===== src/rtl/mtr_pkg.sv =====
// ----------------------------------------------------------------------------
// mtr_pkg
// shared types, character constants and the attribute table of the rewriter
// ----------------------------------------------------------------------------
package mtr_pkg;

   localparam int MAX_NAME_LEN_DEF = 8;
   localparam int NAME_LEN_W       = 4;
   localparam int ATTR_LEN         = 24;
   localparam int POS_W            = 5;

   localparam logic [7:0] CH_LT    = 8'h3C;
   localparam logic [7:0] CH_GT    = 8'h3E;
   localparam logic [7:0] CH_SLASH = 8'h2F;
   localparam logic [7:0] CH_QUOTE = 8'h22;
   localparam logic [7:0] CH_A     = 8'h61;

   typedef enum logic [2:0] {
      MODE_TEXT   = 3'd0,
      MODE_NAME   = 3'd1,
      MODE_IMG    = 3'd2,
      MODE_ANCHOR = 3'd3,
      MODE_QUOTE  = 3'd4
   } mode_type;

   // output work for one request: attribute prefix bytes, then up to two bytes
   typedef struct packed {
      logic [POS_W-1:0] flush_len;
      logic [1:0]       extra_cnt;
      logic [7:0]       byte0;
      logic [7:0]       byte1;
   } plan_type;

   // attribute that is deleted from anchor tags
   function automatic logic [7:0] attr_byte(input logic [POS_W-1:0] idx);
      logic [7:0] b;
      case (idx)
         5'd0:  b = 8'h64; // d
         5'd1:  b = 8'h61; // a
         5'd2:  b = 8'h74; // t
         5'd3:  b = 8'h61; // a
         5'd4:  b = 8'h2D; // -
         5'd5:  b = 8'h66; // f
         5'd6:  b = 8'h6C; // l
         5'd7:  b = 8'h69; // i
         5'd8:  b = 8'h63; // c
         5'd9:  b = 8'h6B; // k
         5'd10: b = 8'h72; // r
         5'd11: b = 8'h2D; // -
         5'd12: b = 8'h65; // e
         5'd13: b = 8'h6D; // m
         5'd14: b = 8'h62; // b
         5'd15: b = 8'h65; // e
         5'd16: b = 8'h64; // d
         5'd17: b = 8'h3D; // =
         5'd18: b = 8'h22; // quote
         5'd19: b = 8'h74; // t
         5'd20: b = 8'h72; // r
         5'd21: b = 8'h75; // u
         5'd22: b = 8'h65; // e
         5'd23: b = 8'h22; // quote
         default: b = 8'h00;
      endcase
      return b;
   endfunction

   // letters of the image tag name
   function automatic logic [7:0] img_char(input logic [1:0] idx);
      logic [7:0] b;
      case (idx)
         2'd0:    b = 8'h69; // i
         2'd1:    b = 8'h6D; // m
         2'd2:    b = 8'h67; // g
         default: b = 8'h00;
      endcase
      return b;
   endfunction

   function automatic logic is_letter(input logic [7:0] c);
      return ((c >= 8'h41) && (c <= 8'h5A)) || ((c >= 8'h61) && (c <= 8'h7A));
   endfunction

endpackage


===== src/rtl/markup_tag_rewriter_core.sv =====
// the first result byte of a request, if it yields any, is shown the cycle after it is accepted
// throughput: one request per cycle while each request yields at most one byte and rsp_tready is high
// a request that yields more than one byte holds the input until its last byte is taken, as
// the single output register sends one byte per cycle while rsp_tready is high
// reset: synchronous, active high; returns to text mode and empties the output register
// ----------------------------------------------------------------------------
// markup_tag_rewriter_core
// streaming markup rewriter: closes img tags, strips a fixed anchor attribute
// ----------------------------------------------------------------------------
module markup_tag_rewriter_core #(
   parameter int MAX_NAME_LEN = mtr_pkg::MAX_NAME_LEN_DEF
) (
   input  logic       clock,
   input  logic       reset,
   input  logic       req_tvalid,
   output logic       req_tready,
   input  logic [7:0] req_tdata,  // [7:0] data_byte
   input  logic       req_tuser,  // [0] end_mark
   output logic       rsp_tvalid,
   input  logic       rsp_tready,
   output logic [7:0] rsp_tdata,  // [7:0] out_byte
   output logic       rsp_tlast
);
   import mtr_pkg::*;

   plan_type plan;
   logic     accept;
   logic     can_load;

   assign req_tready = can_load;
   assign accept     = req_tvalid && can_load;

   // state tracking and plan decode
   mtr_scanner #(
      .MAX_NAME_LEN(MAX_NAME_LEN)
   ) u_scanner (
      .clock    (clock),
      .reset    (reset),
      .accept   (accept),
      .data_byte(req_tdata),
      .end_mark (req_tuser),
      .plan     (plan)
   );

   // result byte sequencing
   mtr_emitter u_emitter (
      .clock     (clock),
      .reset     (reset),
      .load      (accept),
      .plan      (plan),
      .can_load  (can_load),
      .rsp_tvalid(rsp_tvalid),
      .rsp_tready(rsp_tready),
      .rsp_tdata (rsp_tdata),
      .rsp_tlast (rsp_tlast)
   );

endmodule


===== src/rtl/mtr_scanner.sv =====
// ----------------------------------------------------------------------------
// mtr_scanner
// scan state of the rewriter and the output plan for each accepted request
// ----------------------------------------------------------------------------
module mtr_scanner #(
   parameter int MAX_NAME_LEN = mtr_pkg::MAX_NAME_LEN_DEF
) (
   input  logic              clock,
   input  logic              reset,
   input  logic              accept,
   input  logic [7:0]        data_byte,
   input  logic              end_mark,
   output mtr_pkg::plan_type plan
);
   import mtr_pkg::*;

   localparam logic [NAME_LEN_W-1:0] NameMax = NAME_LEN_W'(MAX_NAME_LEN);

   mode_type              mode_ff, mode_in;
   logic [NAME_LEN_W-1:0] len_ff, len_in;
   logic                  is_img_ff, is_img_in;
   logic                  is_anc_ff, is_anc_in;
   logic [7:0]            prev_ff, prev_in;
   logic [POS_W-1:0]      match_ff, match_in;
   logic [POS_W-1:0]      flush_cnt;
   logic                  attr_hit;

   // pending attribute prefix, capped at the attribute length
   assign flush_cnt = (match_ff > POS_W'(ATTR_LEN)) ? POS_W'(ATTR_LEN) : match_ff;
   assign attr_hit  = (match_ff < POS_W'(ATTR_LEN)) && (data_byte == attr_byte(match_ff));

   // next state and output plan
   always_comb begin
      mode_in        = mode_ff;
      len_in         = len_ff;
      is_img_in      = is_img_ff;
      is_anc_in      = is_anc_ff;
      prev_in        = prev_ff;
      match_in       = match_ff;
      plan.flush_len = '0;
      plan.extra_cnt = 2'd0;
      plan.byte0     = data_byte;
      plan.byte1     = CH_GT;
      if (end_mark) begin
         if (mode_ff == MODE_ANCHOR) begin
            plan.flush_len = flush_cnt;
         end
         match_in = '0;
         mode_in  = MODE_TEXT;
      end else begin
         case (mode_ff)
            MODE_NAME: begin
               plan.extra_cnt = 2'd1;
               if (is_letter(data_byte) && (len_ff < NameMax)) begin
                  if (!((len_ff < NAME_LEN_W'(3)) && (data_byte == img_char(len_ff[1:0])))) begin
                     is_img_in = 1'b0;
                  end
                  if (!((len_ff == '0) && (data_byte == CH_A))) begin
                     is_anc_in = 1'b0;
                  end
                  len_in = len_ff + NAME_LEN_W'(1);
               end else if ((len_ff == NAME_LEN_W'(3)) && is_img_ff) begin
                  prev_in = 8'h00;
                  mode_in = MODE_IMG;
               end else if ((len_ff == NAME_LEN_W'(1)) && is_anc_ff) begin
                  match_in = '0;
                  mode_in  = MODE_ANCHOR;
               end else begin
                  mode_in = MODE_TEXT;
               end
            end
            MODE_IMG: begin
               if (data_byte == CH_GT) begin
                  if (prev_ff != CH_SLASH) begin
                     plan.byte0     = CH_SLASH;
                     plan.extra_cnt = 2'd2;
                  end else begin
                     plan.extra_cnt = 2'd1;
                  end
                  mode_in = MODE_TEXT;
               end else begin
                  prev_in        = data_byte;
                  plan.extra_cnt = 2'd1;
               end
            end
            MODE_ANCHOR: begin
               if (data_byte == CH_GT) begin
                  plan.flush_len = flush_cnt;
                  plan.extra_cnt = 2'd1;
                  match_in       = '0;
                  mode_in        = MODE_TEXT;
               end else if (attr_hit) begin
                  // a complete copy is dropped
                  if (match_ff == POS_W'(ATTR_LEN - 1)) begin
                     match_in = '0;
                  end else begin
                     match_in = match_ff + POS_W'(1);
                  end
               end else begin
                  plan.flush_len = flush_cnt;
                  plan.extra_cnt = 2'd1;
                  match_in       = '0;
                  if (data_byte == CH_QUOTE) begin
                     mode_in = MODE_QUOTE;
                  end
               end
            end
            MODE_QUOTE: begin
               plan.extra_cnt = 2'd1;
               if (data_byte == CH_QUOTE) begin
                  mode_in = MODE_ANCHOR;
               end
            end
            default: begin
               plan.extra_cnt = 2'd1;
               if (data_byte == CH_LT) begin
                  len_in    = '0;
                  is_img_in = 1'b1;
                  is_anc_in = 1'b1;
                  mode_in   = MODE_NAME;
               end else begin
                  mode_in = MODE_TEXT;
               end
            end
         endcase
      end
   end

   // scan state registers
   always_ff @(posedge clock) begin
      if (reset) begin
         mode_ff   <= MODE_TEXT;
         len_ff    <= '0;
         is_img_ff <= 1'b1;
         is_anc_ff <= 1'b1;
         prev_ff   <= 8'h00;
         match_ff  <= '0;
      end else if (accept) begin
         mode_ff   <= mode_in;
         len_ff    <= len_in;
         is_img_ff <= is_img_in;
         is_anc_ff <= is_anc_in;
         prev_ff   <= prev_in;
         match_ff  <= match_in;
      end
   end

endmodule


===== src/rtl/mtr_emitter.sv =====
// ----------------------------------------------------------------------------
// mtr_emitter
// output register holding one plan and sending its bytes one per cycle while rsp_tready is high
// ----------------------------------------------------------------------------
module mtr_emitter (
   input  logic              clock,
   input  logic              reset,
   input  logic              load,
   input  mtr_pkg::plan_type plan,
   output logic              can_load,
   output logic              rsp_tvalid,
   input  logic              rsp_tready,
   output logic [7:0]        rsp_tdata,
   output logic              rsp_tlast
);
   import mtr_pkg::*;

   plan_type         plan_ff;
   logic             valid_ff, valid_in;
   logic [POS_W-1:0] pos_ff, pos_in;
   logic [POS_W-1:0] last_ff, last_in;
   logic             plan_busy;
   logic             done;

   // a plan with no bytes is never stored
   assign plan_busy = (plan.flush_len != '0) || (plan.extra_cnt != 2'd0);
   assign done      = valid_ff && rsp_tready && (pos_ff == last_ff);
   assign can_load  = !valid_ff || done;

   // byte select: attribute prefix, then the stored bytes
   always_comb begin
      if (pos_ff < plan_ff.flush_len) begin
         rsp_tdata = attr_byte(pos_ff);
      end else if (pos_ff == plan_ff.flush_len) begin
         rsp_tdata = plan_ff.byte0;
      end else begin
         rsp_tdata = plan_ff.byte1;
      end
   end

   assign rsp_tvalid = valid_ff;
   assign rsp_tlast  = (pos_ff == last_ff);

   // position and occupancy update
   always_comb begin
      valid_in = valid_ff;
      pos_in   = pos_ff;
      last_in  = last_ff;
      if (done) begin
         valid_in = 1'b0;
      end else if (valid_ff && rsp_tready) begin
         pos_in = pos_ff + POS_W'(1);
      end
      if (load && plan_busy) begin
         valid_in = 1'b1;
         pos_in   = '0;
         last_in  = plan.flush_len + POS_W'(plan.extra_cnt) - POS_W'(1);
      end
   end

   always_ff @(posedge clock) begin
      if (reset) begin
         valid_ff <= 1'b0;
         pos_ff   <= '0;
         last_ff  <= '0;
      end else begin
         valid_ff <= valid_in;
         pos_ff   <= pos_in;
         last_ff  <= last_in;
      end
   end

   // plan payload
   always_ff @(posedge clock) begin
      if (load && plan_busy) begin
         plan_ff <= plan;
      end
   end

endmodule


===== config.mk =====
export PLATFORM = sky130hd
export DESIGN_NAME = markup_tag_rewriter_core
export DESIGN_NICKNAME = d
export VERILOG_FILES = /design/src/rtl/mtr_pkg.sv /design/src/rtl/markup_tag_rewriter_core.sv /design/src/rtl/mtr_scanner.sv /design/src/rtl/mtr_emitter.sv
export SDC_FILE = /design/constraint.sdc
export NUM_CORES = 1
export LEC_CHECK = 0
export ABC_AREA = 1
export BUFFER_PORTS_ARGS = -buffer_cell sky130_fd_sc_hd__buf_4
export CORE_ASPECT_RATIO = 1.5
export CORE_MARGIN = 4
export CORE_UTILIZATION = 45
export CTS_BUF_LIST = sky130_fd_sc_hd__clkbuf_2
export DETAILED_ROUTE_END_ITERATION = 12
export GPL_TIMING_DRIVEN = 0
export PLACE_DENSITY = 0.64
export SETUP_SLACK_MARGIN = 0.05
export SLEW_MARGIN = 10
export SYNTH_ARGS = -nofsm -noshare
export SYNTH_HDL_FRONTEND = slang
export SYNTH_SLANG_ARGS = --single-unit

===== constraint.sdc =====
create_clock -name clock -period 4.2 [get_ports clock]
set_clock_uncertainty 0.15 [all_clocks]
set_input_delay 0.42 -clock clock [delete_from_list [all_inputs] [get_ports clock]]
set_output_delay 0.42 -clock clock [all_outputs]
set_load 0.01 [all_outputs]

; ---- After elaboration in Yosys (flattened, before gate mapping)
; Memory sizes are Yosys's and may differ from the RTL's. A register that Yosys moved wholly into a read port is not among the register bits.
; Index checks and enable logic that the tools add are counted.
[totals]
register_bits = 46
input_bits = 13
word_cells = 152
mem_bits_ro = 448
output_inout_bits = 11
n_memories = 2
[classes]
magnitude_cmp = 9
n_addsub = 5
eq_ne = 31
n_reduce_logical = 33
bitwise_logic = 3
muxes = 58
[mem_list]
columns = memory, depth, width, rd, rd_ports_with_merged_regs, write_ports, line
row1 = (name not given), 32, 7, 1, 1, 0, mtr_pkg.sv:37  ; case (idx)
row2 = (name not given), 32, 7, 1, 1, 0, mtr_pkg.sv:37
[ops]
columns = operator, count
row1 = 8-bit two-way mux, 11
row2 = 5-bit two-way mux, 15
row3 = 8-bit by 6-bit equality test with 1-bit output (second input constant), 3
row4 = 3-bit two-way mux, 8
row5 = 6-bit AND reduction, 4
row6 = 7-bit case mux with 3 select lines, 1
row7 = 8-bit equality test, 2
row8 = 8-bit by 7-bit greater-or-equal comparator with 1-bit output (second input constant), 2
row9 = 8-bit by 7-bit less-or-equal comparator with 1-bit output (second input constant), 2
row10 = 8-bit case mux with 2 select lines, 1
row11 = 7-bit two-way mux, 2
row12 = 1-bit logical AND, 12
row13 = 3-bit case mux with 4 select lines, 1
row14 = 5-bit by 1-bit adder with 5-bit output (second input constant), 2
row15 = 5-bit equality test, 2
row16 = 10-bit two-way mux, 1
row17 = 5-bit case mux with 2 select lines, 1
row18 = 5-bit AND reduction, 2
row19 = 3-bit by 2-bit inequality test with 1-bit output (second input constant), 3
row20 = 8-bit by 7-bit equality test with 1-bit output (second input constant), 1
row21 = 1-bit two-way mux, 8
row22 = 4-bit two-way mux, 2
row23 = 2-bit inequality test (second input constant), 4
row24 = 4-bit inequality test (second input constant), 2
row25 = 34 further kinds, 47

; ---- Logic depth before layout (Yosys ltp)
; Gate-level depths: netlist of the first run.
[depth]
ltp_word = 12
depth_mapped = 24
ltp_nobuf = 23

; ---- Cells and area by module
; A second synthesis of the first run with hierarchy kept.
[unflattened]
hier_cells = 630
area_unflattened_um2 = 4640.7
[modules_own_cells]
columns = module, seq_area_each_um2, instances, cells_per_inst, area_per_inst_um2
row1 = mtr_scanner, 580.6, 1, 384, 2417.3
row2 = mtr_emitter, 991.0, 1, 244, 2215.9
row3 = markup_tag_rewriter_core, 0.0, 1, 2, 7.5

; ---- Worst setup path after synthesis of the first run
; No wires, ideal clock.
[synth_timing]
path_kind = input -> register
from = input port req_tdata[2]
to = register with a tool-made name
arrival_ns = 2.749
required_time_ns = 3.930
path_slack_ns = 1.181
n_path_buf = 1
setup_time_ns = 0.120
stages = 21
cell_sequence = buf_4 > nand2_1 > nand2_1 > nor2_1 > nand2_1 > nor2_4 > nand3_4 > nand3_1 > ha_1 > inv_1 > nor2_1 > nand2_1 > o21bai_4 > nand2_2 > nor2_1 > inv_1 > ha_1 > inv_1 > nand2_4 > o211ai_1 > nand2_1
[synth_rtl]
columns = element, line
row1 = start: declaration, markup_tag_rewriter_core.sv:17  ; input logic [7:0] req_tdata,

==> impl_metrics.json, run 1 <==
{
  "outcome": "finished, final reports clean",
  "internal_power_mw": 0.8812,
  "synth_fp_nets": 622,
  "critical_path_buf_inv_count": 6,
  "ys_ff_latch": 60,
  "num_vias": 3741,
  "seq_power_share_pct": 49.9,
  "drt_iter0_drc": 137,
  "p_leak_nw": 2.197,
  "synth_top_family_by_area": "simple AND/OR/NAND/NOR gates",
  "crit_type": "in2reg",
  "grt_max_degree": 21,
  "die_y_um": 124.0,
  "finalPower_mw": 1.259,
  "whs_ns": 0.04260,
  "antenna_found_initial": 0,
  "fin_nets": 655,
  "netSwitchingFraction_pct": 30.00,
  "synth_edf_count": 13,
  "fin_crit_ns": 3.477,
  "max-vdd-ir-drop_mv": 0.1539,
  "via_per_inst": 5.153,
  "yosys_most_used_dff": "dfxtp_1",
  "cp_common_cell": "nand2_1",
  "post-place-ws_ns": 0.6720,
  "hp-class": "in2reg",
  "start_util_pct": 45.97,
  "coreArea_mm2": 0.008776,
  "finalWeightedCongestion": 0.8784,
  "seq_area_frac_synth_pct": 33.00,
  "area_delta_synth_final_pct": 11.32,
  "antenna_cells": 0,
  "grt_overflow": 0,
  "final_area_mm2": 0.004491,
  "ant_nets": 0,
  "cp_data_required_time_ns": 4.50,
  "clkPwrFrac_pct": 35.0,
  "htree_levels": 3,
  "die_area_mm2": 0.01057,
  "finalMaxSlewViolations": 0,
  "slowest_stage": "dlygate4sd3_1",
  "rows": 42,
  "synthMuxAreaShare_pct": 0,
  "place_area_mm2": 0.004317,
  "io_pins": 24,
  "dp.cells": 707,
  "fin_setup_tns_ns": 0,
  "avgSynthCellArea_um2": 6.979,
  "drive_gt1_share_pct": 14.12,
  "cpPeakStageDelay_ns": 0.53,
  "max_freq_mhz": 287.6,
  "whs_path_depth": 3,
  "io_buffer_count": 19,
  "cts_resized": 0,
  "synth-compound-area-share_pct": 10.11,
  "cts_tree": "done",
  "cts_num_sinks": 60,
  "timing.rr.start": "u_scanner.match_ff[3]",
  "tightest_slew_ns": 0.8630,
  "crit_chain": "dlygate4sd3_1, buf_4, inv_1, nand2_1, nor2_1, nand2_1, nor2_4, nand3_4, nand3_1, ha_1, inv_1, nor2_1, nand2_1, o21bai_4, nand2_2, nor2_1, inv_1, ha_1, inv_1, nand4_1, nand3_1, nand2_1, nand2_1, nand2_1",
  "critPathLaunchType": "input port",
  "yosysUniqueCellTypes": 39,
  "max-cap-violations": 0,
  "hold_end": "u_scanner.prev_ff[6]",
  "setup_violations": 0,
  "filler_cell_count": 882,
  "combPwrFrac_pct": 15.1,
  "maxSlewHeadroom_pct": 42.40,
  "period_share_pct": 82.79,
  "syn_area_mm2": 0.004034,
  "hpwlAfterDp_um": 7499,
  "clock_latency_ns": 0.52,
  "cts_made_buffers": 9,
  "hold_viol_final": 0,
  "fin_ws_ns": 0.7227,
  "fin_util_pct": 51.17,
  "power_density_mw_per_mm2": 280.3,
  "cts_buffer_depth": 2,
  "grt_first_pass_wirelength_um": 16080,
  "stdcell_count": 726,
  "drc_errors": 0,
  "yosys.area_share.simple_pct": 33.16,
  "syn_inst": 578,
  "critPathMaxFanout": 6,
  "layout_commonest_cell": "nand2_1",
  "synth_xor_area_share_pct": 2.823,
  "worst-r2r-cell-count": 23,
  "power.net_switching_mw": 0.3776,
  "ys_warn_count": 0,
  "path_clk_slew_ns": 0.20,
  "wl_per_cell_um": 12.92,
  "crit_path_end_kind": "register",
  "r2r_slack_ns": 0.93,
  "track_usage_pct": 18.93,
  "grt_pass1_vias": 3669,
  "cp.arrival_ns": 3.77,
  "final_cell_mix": "nand2_1, inv_1, nand3_1, nor2_1, dfxtp_1",
  "route.final.wire_length_um": 9378,
  "dr.pass1.iters": 4,
  "synth_fa_ha_area_share_pct": 9.801,
  "critPathTopFamily": "simple AND/OR/NAND/NOR gates",
  "hp-start": "req_tdata[6]",
  "rsz0062_at_grt": "false",
  "dieWidth_um": 85.31,
  "cts-root-buf": "clkbuf_2",
  "synthArstFlopShare_pct": 0
}
[worst max path at each step]
| stage | start | endpoint | slack, ns | cells past startpoint |
|---|---|---|---|---|
| 6_report | req_tdata[7] | register | 0.72 | 24 |
| 3_5_place_dp | req_tdata[7] | register | 0.67 | 23 |
| 4_1_cts | req_tdata[7] | register | 0.70 | 24 |
| 2_1_floorplan | req_tdata[2] | register | 1.18 | 21 |
| 5_1_grt | req_tdata[7] | register | 0.37 | 24 |
| 3_3_place_gp | req_tdata[7] | register | 0.71 | 23 |
[synth_stat cells (2+ instances only)]
| cell | count | area [µm²] |
|---|---|---|
| dfxtp_1 | 47 | 940.9 |
| o211ai_1 | 3 | 22.52 |
| o21ai_1 | 4 | 20.02 |
| nor3_1 | 11 | 55.05 |
| ha_1 | 30 | 375.4 |
| inv_1 | 76 | 285.3 |
| edfxtp_1 | 13 | 390.4 |
| inv_2 | 16 | 60.06 |
| nor2_1 | 50 | 187.7 |
| nor4_1 | 2 | 12.51 |
| nand3_1 | 58 | 290.3 |
| clkbuf_1 | 8 | 30.03 |
| buf_2 | 4 | 20.02 |
| xnor2_1 | 2 | 17.52 |
| nor2_4 | 4 | 45.04 |
| o31ai_1 | 2 | 15.01 |
| a211oi_1 | 3 | 22.52 |
| buf_4 | 3 | 22.52 |
| nand2_2 | 3 | 18.77 |
| a21oi_1 | 25 | 125.1 |
| xor2_1 | 11 | 96.34 |
| nand3b_1 | 2 | 15.01 |
| nand2_4 | 3 | 33.78 |
| nand3_4 | 2 | 35.03 |
| nand4_1 | 10 | 62.56 |
| o21ai_2 | 2 | 17.52 |
| nand3_2 | 2 | 20.02 |
| nand2_1 | 138 | 518.0 |
| nor2_2 | 6 | 37.54 |
| o21ai_0 | 29 | 145.1 |
[power groups by stage]
stage	combinational, mW	sequential [mW]	clock, mW
2_1_floorplan	0.136	0.637	0
3_3_place_gp	0.184	0.640	0
3_5_place_dp	0.188	0.640	0
4_1_cts	0.191	0.628	0.451
5_1_grt	0.215	0.632	0.472
6_report	0.189	0.628	0.441
[worst min-delay path, delay by kind of cell]
family	cells	cell delay [ns]
buffers and inverters	1	0.14
AND/OR/NAND/NOR	1	0.08
AO/OA/AOI/OAI	1	0.06
[per-layer routing]
metal  share of wire (%)  GRT usage [%]
met1                  40          19.32
met5                   0              0
met3                 3.7          3.375
met4                 4.0          12.67
met2                  53          34.78
[cell type report]
| type | count | area [µm²] | area share (%) |
|---|---|---|---|
| clock inverter | 7 | 98.84 | 2.201 |
| timing repair buffer | 22 | 172.7 | 3.845 |
| multi-input combinational | 407 | 2257 | 50.26 |
| inverter | 95 | 364.1 | 8.108 |
| clock buffer | 9 | 45.04 | 1.003 |
| tap | 110 | 137.6 | 3.065 |
| sequential | 60 | 1331 | 29.65 |
| buffer | 16 | 83.83 | 1.867 |
[timing repair]
action	4_1_cts	5_1_grt
hold endpoints to repair	6	0
hold buffers	3	0
buffers inserted	0	0
[kinds of logic after synthesis]
kind of cell / Yosys count
and+or+nand+nor: 292
buffers and inverters: 111
AOI/OAI and AO/OA: 71
DFF: 60
adders and majority gates: 31
xor gates and xnor gates: 13
Note: power is estimated with default switching activity, not from simulation.
==> run 2: changes to the inputs <==
ABC_AREA = 0   (was 1)
clock period = 3.3 ns   (was 4.2 ns; I/O delays follow)
==> run 2 against run 1 <==
Compared with the run above: non-clock buffer count increased by 24; routed wire length increased by 13%; synthesized cell count decreased by 14%; first-iteration DRC count decreased by 8.0%; synthesized area increased by 2.6%.
==> impl_metrics.json, run 2 <==
{
  "drc_errors": 0,
  "route.final.wire_length_um": 10640,
  "multiInputGateArea_mm2": 0.002679,
  "num_vias": 3764,
  "outcome": "finished, final reports clean",
  "dr.pass1.iters": 4,
  "period_share_pct": 95.09,
  "ys_top_cells_by_area": "dfxtp_1, edfxtp_1, ha_1, nor2_1, nand2_1",
  "use_met2_pct": 37.44,
  "ys_ff_latch": 60,
  "setup_violations": 0,
  "cts_tree": "done",
  "antenna_found_initial": 0,
  "critPathMaxFanout": 8,
  "dieWidth_um": 86.32,
  "cp_data_required_time_ns": 3.60,
  "max_freq_mhz": 318.7,
  "cts_buffer_depth": 2,
  "yosysMostFrequentCell": "nor2_1",
  "grt_first_pass_wirelength_um": 17960,
  "synth_top_area_share_pct": 22.73,
  "area_delta_synth_final_pct": 17.65,
  "ant_nets": 0,
  "p_leak_nw": 1.961,
  "cts_num_sinks": 60,
  "finalWeightedCongestion": 0.9041,
  "coreArea_mm2": 0.008881,
  "grtUsageMet1_pct": 21.97,
  "crit_type": "reg2reg",
  "wl_per_cell_um": 16.06,
  "finalPower_mw": 1.534,
  "synth_fp_nets": 542,
  "ys_warn_count": 0,
  "die_area_mm2": 0.01083,
  "syn_inst": 498,
  "tightest_slew_ns": 0.7511,
  "io_pins": 24,
  "fin_setup_tns_ns": 0,
  "rows": 42,
  "hold_viol_final": 0,
  "grt_pass1_vias": 3873,
  "cts-root-buf": "clkbuf_2",
  "finalMaxSlewViolations": 0,
  "seq_area_frac_synth_pct": 32.15,
  "use_met3_pct": 3.489,
  "track_usage_pct": 20.88,
  "fin_nets": 591,
  "final_area_mm2": 0.004871,
  "grt_busiest_layer": "met2",
  "yosysUniqueCellTypes": 73,
  "final_cell_mix": "nor2_1, dfxtp_1, nand2_1, buf_4, inv_1",
  "yosysTopAreaCell": "dfxtp_1",
  "filler_cell_count": 849,
  "layout_commonest_cell": "nor2_1",
  "synthArstFlopShare_pct": 0,
  "syn_area_mm2": 0.004140,
  "max-vdd-ir-drop_mv": 0.1982,
  "path_clk_slew_ns": 0.18,
  "die_y_um": 125.5,
  "drt_iter0_drc": 126,
  "yosys_most_used_dff": "dfxtp_1",
  "synth_edf_count": 13,
  "antenna_cells": 0,
  "clock_latency_ns": 0.52,
  "via_per_inst": 5.686,
  "seqCellArea_mm2": 0.001338,
  "hpwlAfterDp_um": 7954,
  "cts_made_buffers": 9,
  "cp.arrival_ns": 3.44,
  "place_area_mm2": 0.004419,
  "critPathLaunchType": "register",
  "ys_top_cells_by_count": "nor2_1, dfxtp_1, nand2_1, inv_1, ha_1",
  "stdcell_count": 662,
  "grt_overflow": 0,
  "dp.cells": 626,
  "max-cap-violations": 0,
  "io_buffer_count": 18,
  "htree_levels": 3,
  "avgSynthCellArea_um2": 8.314,
  "maxSlewHeadroom_pct": 49.57,
  "hp-class": "in2reg",
  "fin_crit_ns": 3.138,
  "rsz0062_at_grt": "false",
  "start_util_pct": 46.62,
  "grt_max_degree": 23,
  "drive_gt1_share_pct": 17.75,
  "power_density_mw_per_mm2": 314.9,
  "crit_path_end_kind": "register"
}
## run 2: cell count changes after synthesis, moves of 7 or more
cell,before,now
nand2b_1,0,15
inv_2,16,1
nand2_1,138,41
and2_1,0,10
and3_1,0,8
a21o_1,0,7
nor2b_1,0,13
inv_1,76,33
nand3_1,58,23
xnor2_1,2,15
## run 2: area by class of cell
type                    count  share of cell area, %
clock inverters             6                  1.824
flip-flops and latches     60                  27.46
clock buffers              10                  1.027
inverters                  34                  2.620
plain buffers              23                  2.723
well taps                 110                  2.826
repair buffers             39                  6.525
multi-input cells         380                  55.00
## run 2: stage by stage
step | setup slack (ns) | util (%) | hold WS (ns)
3_5_place_dp | -0.7499 | 49.76 | 0.3023
6_report | 0.1620 | 54.85 | 0.1037
4_1_cts | 0.05525 | 53.63 | 0.05156
3_3_place_gp | -0.7351 | 49.76 | 0.2910
5_1_grt | 0.03745 | 54.85 | 0.09571
2_1_floorplan | 0.06410 | - | 0.2760
## run 2: path summary, 6_finish.rpt
check | from | endpoint | slack, ns | depth (start not counted)
max reg2reg | u_scanner.len_ff[0] | register | 0.16 | 13
min | req_tuser | u_scanner.mode_ff[0] | 0.10 | 3
min reg2reg | u_scanner.prev_ff[7] | u_scanner.prev_ff[7] | 0.33 | 2
max | u_scanner.len_ff[0] | register | 0.16 | 13
## run 2: per-layer routing
layer | vias up | wire, µm
met5 | - | 0
met4 | 0 | 573
met3 | 41 | 409
met2 | 100 | 5630
met1 | 1771 | 4022
li1 | 1852 | -
## run 2: logic make-up after synthesis
kind of cell,Yosys count,synth area share (%)
mux,8,1.995
xor+xnor,26,5.500
buf+inv,58,6.134
fa+ha+maj,31,9.550
compound gates,116,19.43
flops,60,32.15
simple gates,199,25.23
## run 2: worst max-delay path: stages, from the launching register on
cell      delay [ns]
dfxtp_1         0.37
ha_1            0.22
nand2_1         0.11
nand4_1         0.18
a221o_1         0.38
nand2b_1        0.17
buf_6           0.14
a22o_4          0.24
and2_1          0.20
inv_1           0.16
ha_4            0.17
nor2_1          0.06
a2111o_1        0.40
o211ai_1        0.11
## run 2: report_power, final
group / switching (mW) / internal, mW / leakage [nW]
sequential: 0.00753 / 0.767 / 0.507
combinational: 0.123 / 0.0868 / 1.37
clock: 0.295 / 0.254 / 0.0798
## run 2: timing repair
action	in CTS	in global routing
hold buffers	10	0
pin swaps	4	4
buffers inserted	6	5
setup endpoints to repair	11	13
endpoints found under the hold margin	18	0
gates resized for setup	17	20
==> run 3: changes to the inputs <==
BUFFER_PORTS_ARGS = default   (was -buffer_cell sky130_fd_sc_hd__buf_4)
DONT_BUFFER_PORTS = 1   (was default)
PLACE_DENSITY = 0.62   (was 0.64)
==> run 3 against run 2 <==
Compared with the run above: largest power group unchanged; global-route usage is 0.43 points lower; first-iteration DRC count is 56% higher; clock power fell by 28%; worst setup slack worse by 0.041 ns; combinational power decreased by 12%.
==> impl_metrics.json, run 3 (synthesis gave the netlist of run 2 again) <==
{
  "fin_ws_ns": 0.1207,
  "track_usage_pct": 20.45,
  "post-place-ws_ns": -0.7549,
  "drive_gt1_share_pct": 16.57,
  "power_density_mw_per_mm2": 287.2,
  "hp-start": "rsp_tready",
  "grt_overflow": 0,
  "hold_viol_final": 0,
  "dp.cells": 608,
  "finalPower_mw": 1.356,
  "finalWeightedCongestion": 0.8775,
  "path_clk_slew_ns": 0.19,
  "crit_type": "reg2reg",
  "drt_iter0_drc": 197,
  "maxSlewHeadroom_pct": 50.38,
  "critPathLaunchType": "register",
  "crit_path_end_kind": "register",
  "antenna_found_initial": 0,
  "grt_pass1_vias": 3712,
  "wl_per_cell_um": 16.49,
  "cp.arrival_ns": 3.52,
  "rows": 42,
  "htree_levels": 3,
  "hpwlAfterDp_um": 7905,
  "setup_violations": 0,
  "route.final.wire_length_um": 10670,
  "start_util_pct": 46.62,
  "cts_buffer_depth": 2,
  "final_cell_mix": "nor2_1, dfxtp_1, nand2_1, inv_1, ha_1",
  "drc_errors": 0,
  "clkPwrFrac_pct": 29.4,
  "area_delta_synth_final_pct": 14.05,
  "antenna_cells": 0,
  "combPwrFrac_pct": 13.6,
  "p_leak_nw": 1.852,
  "dr.pass1.iters": 5,
  "max-cap-violations": 0,
  "fin_util_pct": 53.17,
  "via_per_inst": 5.796,
  "die_y_um": 125.5,
  "critPathMaxFanout": 7,
  "io_buffer_count": 0,
  "period_share_pct": 96.34,
  "place_area_mm2": 0.004284,
  "cts-root-buf": "clkbuf_2",
  "internal_power_mw": 0.9363,
  "netSwitchingFraction_pct": 30.96,
  "outcome": "finished, final reports clean",
  "die_area_mm2": 0.01083,
  "worst-r2r-cell-count": 15,
  "final_area_mm2": 0.004722,
  "whs_ns": 0.04429,
  "cts_tree": "done",
  "fin_setup_tns_ns": 0,
  "stdcell_count": 647,
  "layout_commonest_cell": "nor2_1",
  "fin_nets": 576,
  "grt_first_pass_wirelength_um": 17660,
  "cts_made_buffers": 9,
  "finalMaxSlewViolations": 0,
  "tightest_slew_ns": 0.7391,
  "ant_nets": 0,
  "io_pins": 24,
  "fin_crit_ns": 3.179,
  "rsz0062_at_grt": "true",
  "whs_path_depth": 4,
  "cp_data_required_time_ns": 3.64,
  "seq_power_share_pct": 57.1,
  "clock_latency_ns": 0.54,
  "max_freq_mhz": 314.5,
  "num_vias": 3750,
  "max-vdd-ir-drop_mv": 0.1687,
  "power.net_switching_mw": 0.4198,
  "hp-class": "in2reg",
  "coreArea_mm2": 0.008881,
  "dieWidth_um": 86.32,
  "cts_num_sinks": 60,
  "grt_max_degree": 23
}
==> run 3: what timing repair did <==
item	in CTS	in global routing
hold endpoints to repair	22	0
setup endpoints to repair	11	14
resized for setup	15	28
pin swaps	3	9
buffers inserted	7	7
hold buffers	10	0
==> run 3: power by group through the flow <==
stage               Clock [mW]  Combinational [mW]  Sequential [mW]
finish                   0.398               0.184            0.774
global route             0.447               0.202            0.776
CTS                      0.410               0.177            0.776
detailed placement           0               0.159            0.792
global placement             0               0.157            0.791
floorplan                    0               0.124            0.790
==> run 3: layout make-up <==
class | instances | area, µm²
well taps | 110 | 137.6
flip-flops and latches | 60 | 1344
fillers | 842 | 4159
multi-input cells | 380 | 2686
clock inverters | 6 | 41.29
clock buffers | 10 | 50.05
plain buffers | 23 | 130.1
inverters | 34 | 127.6
repair buffers | 24 | 205.2
==> run 3: final timing paths <==
| check | endpoint | slack, ns |
|---|---|---|
| worst max-delay path | register | 0.12 |
| worst min-delay path | u_emitter.pos_ff[1] | 0.04 |
| worst max register to register | register | 0.12 |
| worst min register to register | u_scanner.prev_ff[6] | 0.33 |
==> run 3: critical path: stages (launching register included) <==
cell,delay [ns]
dfxtp_2,0.36
xnor2_2,0.13
nand4_1,0.25
nor2_2,0.23
a31oi_4,0.15
nand2_2,0.14
ha_2,0.19
a31o_4,0.19
nand2_4,0.10
a21oi_2,0.15
inv_1,0.10
ha_1,0.34
nand2_1,0.08
o21ai_0,0.12
or3_1,0.36
a21oi_2,0.14
==> run 3: routing by layer <==
| layer | up-vias | global-route usage (%) | share of wire [%] |
|---|---|---|---|
| li1 | 1824 | - | - |
| met1 | 1793 | 21.93 | 39 |
| met2 | 99 | 36.89 | 52 |
| met3 | 34 | 4.806 | 4.5 |
| met4 | 0 | 9.633 | 3.8 |
| met5 | - | 0 | 0 |
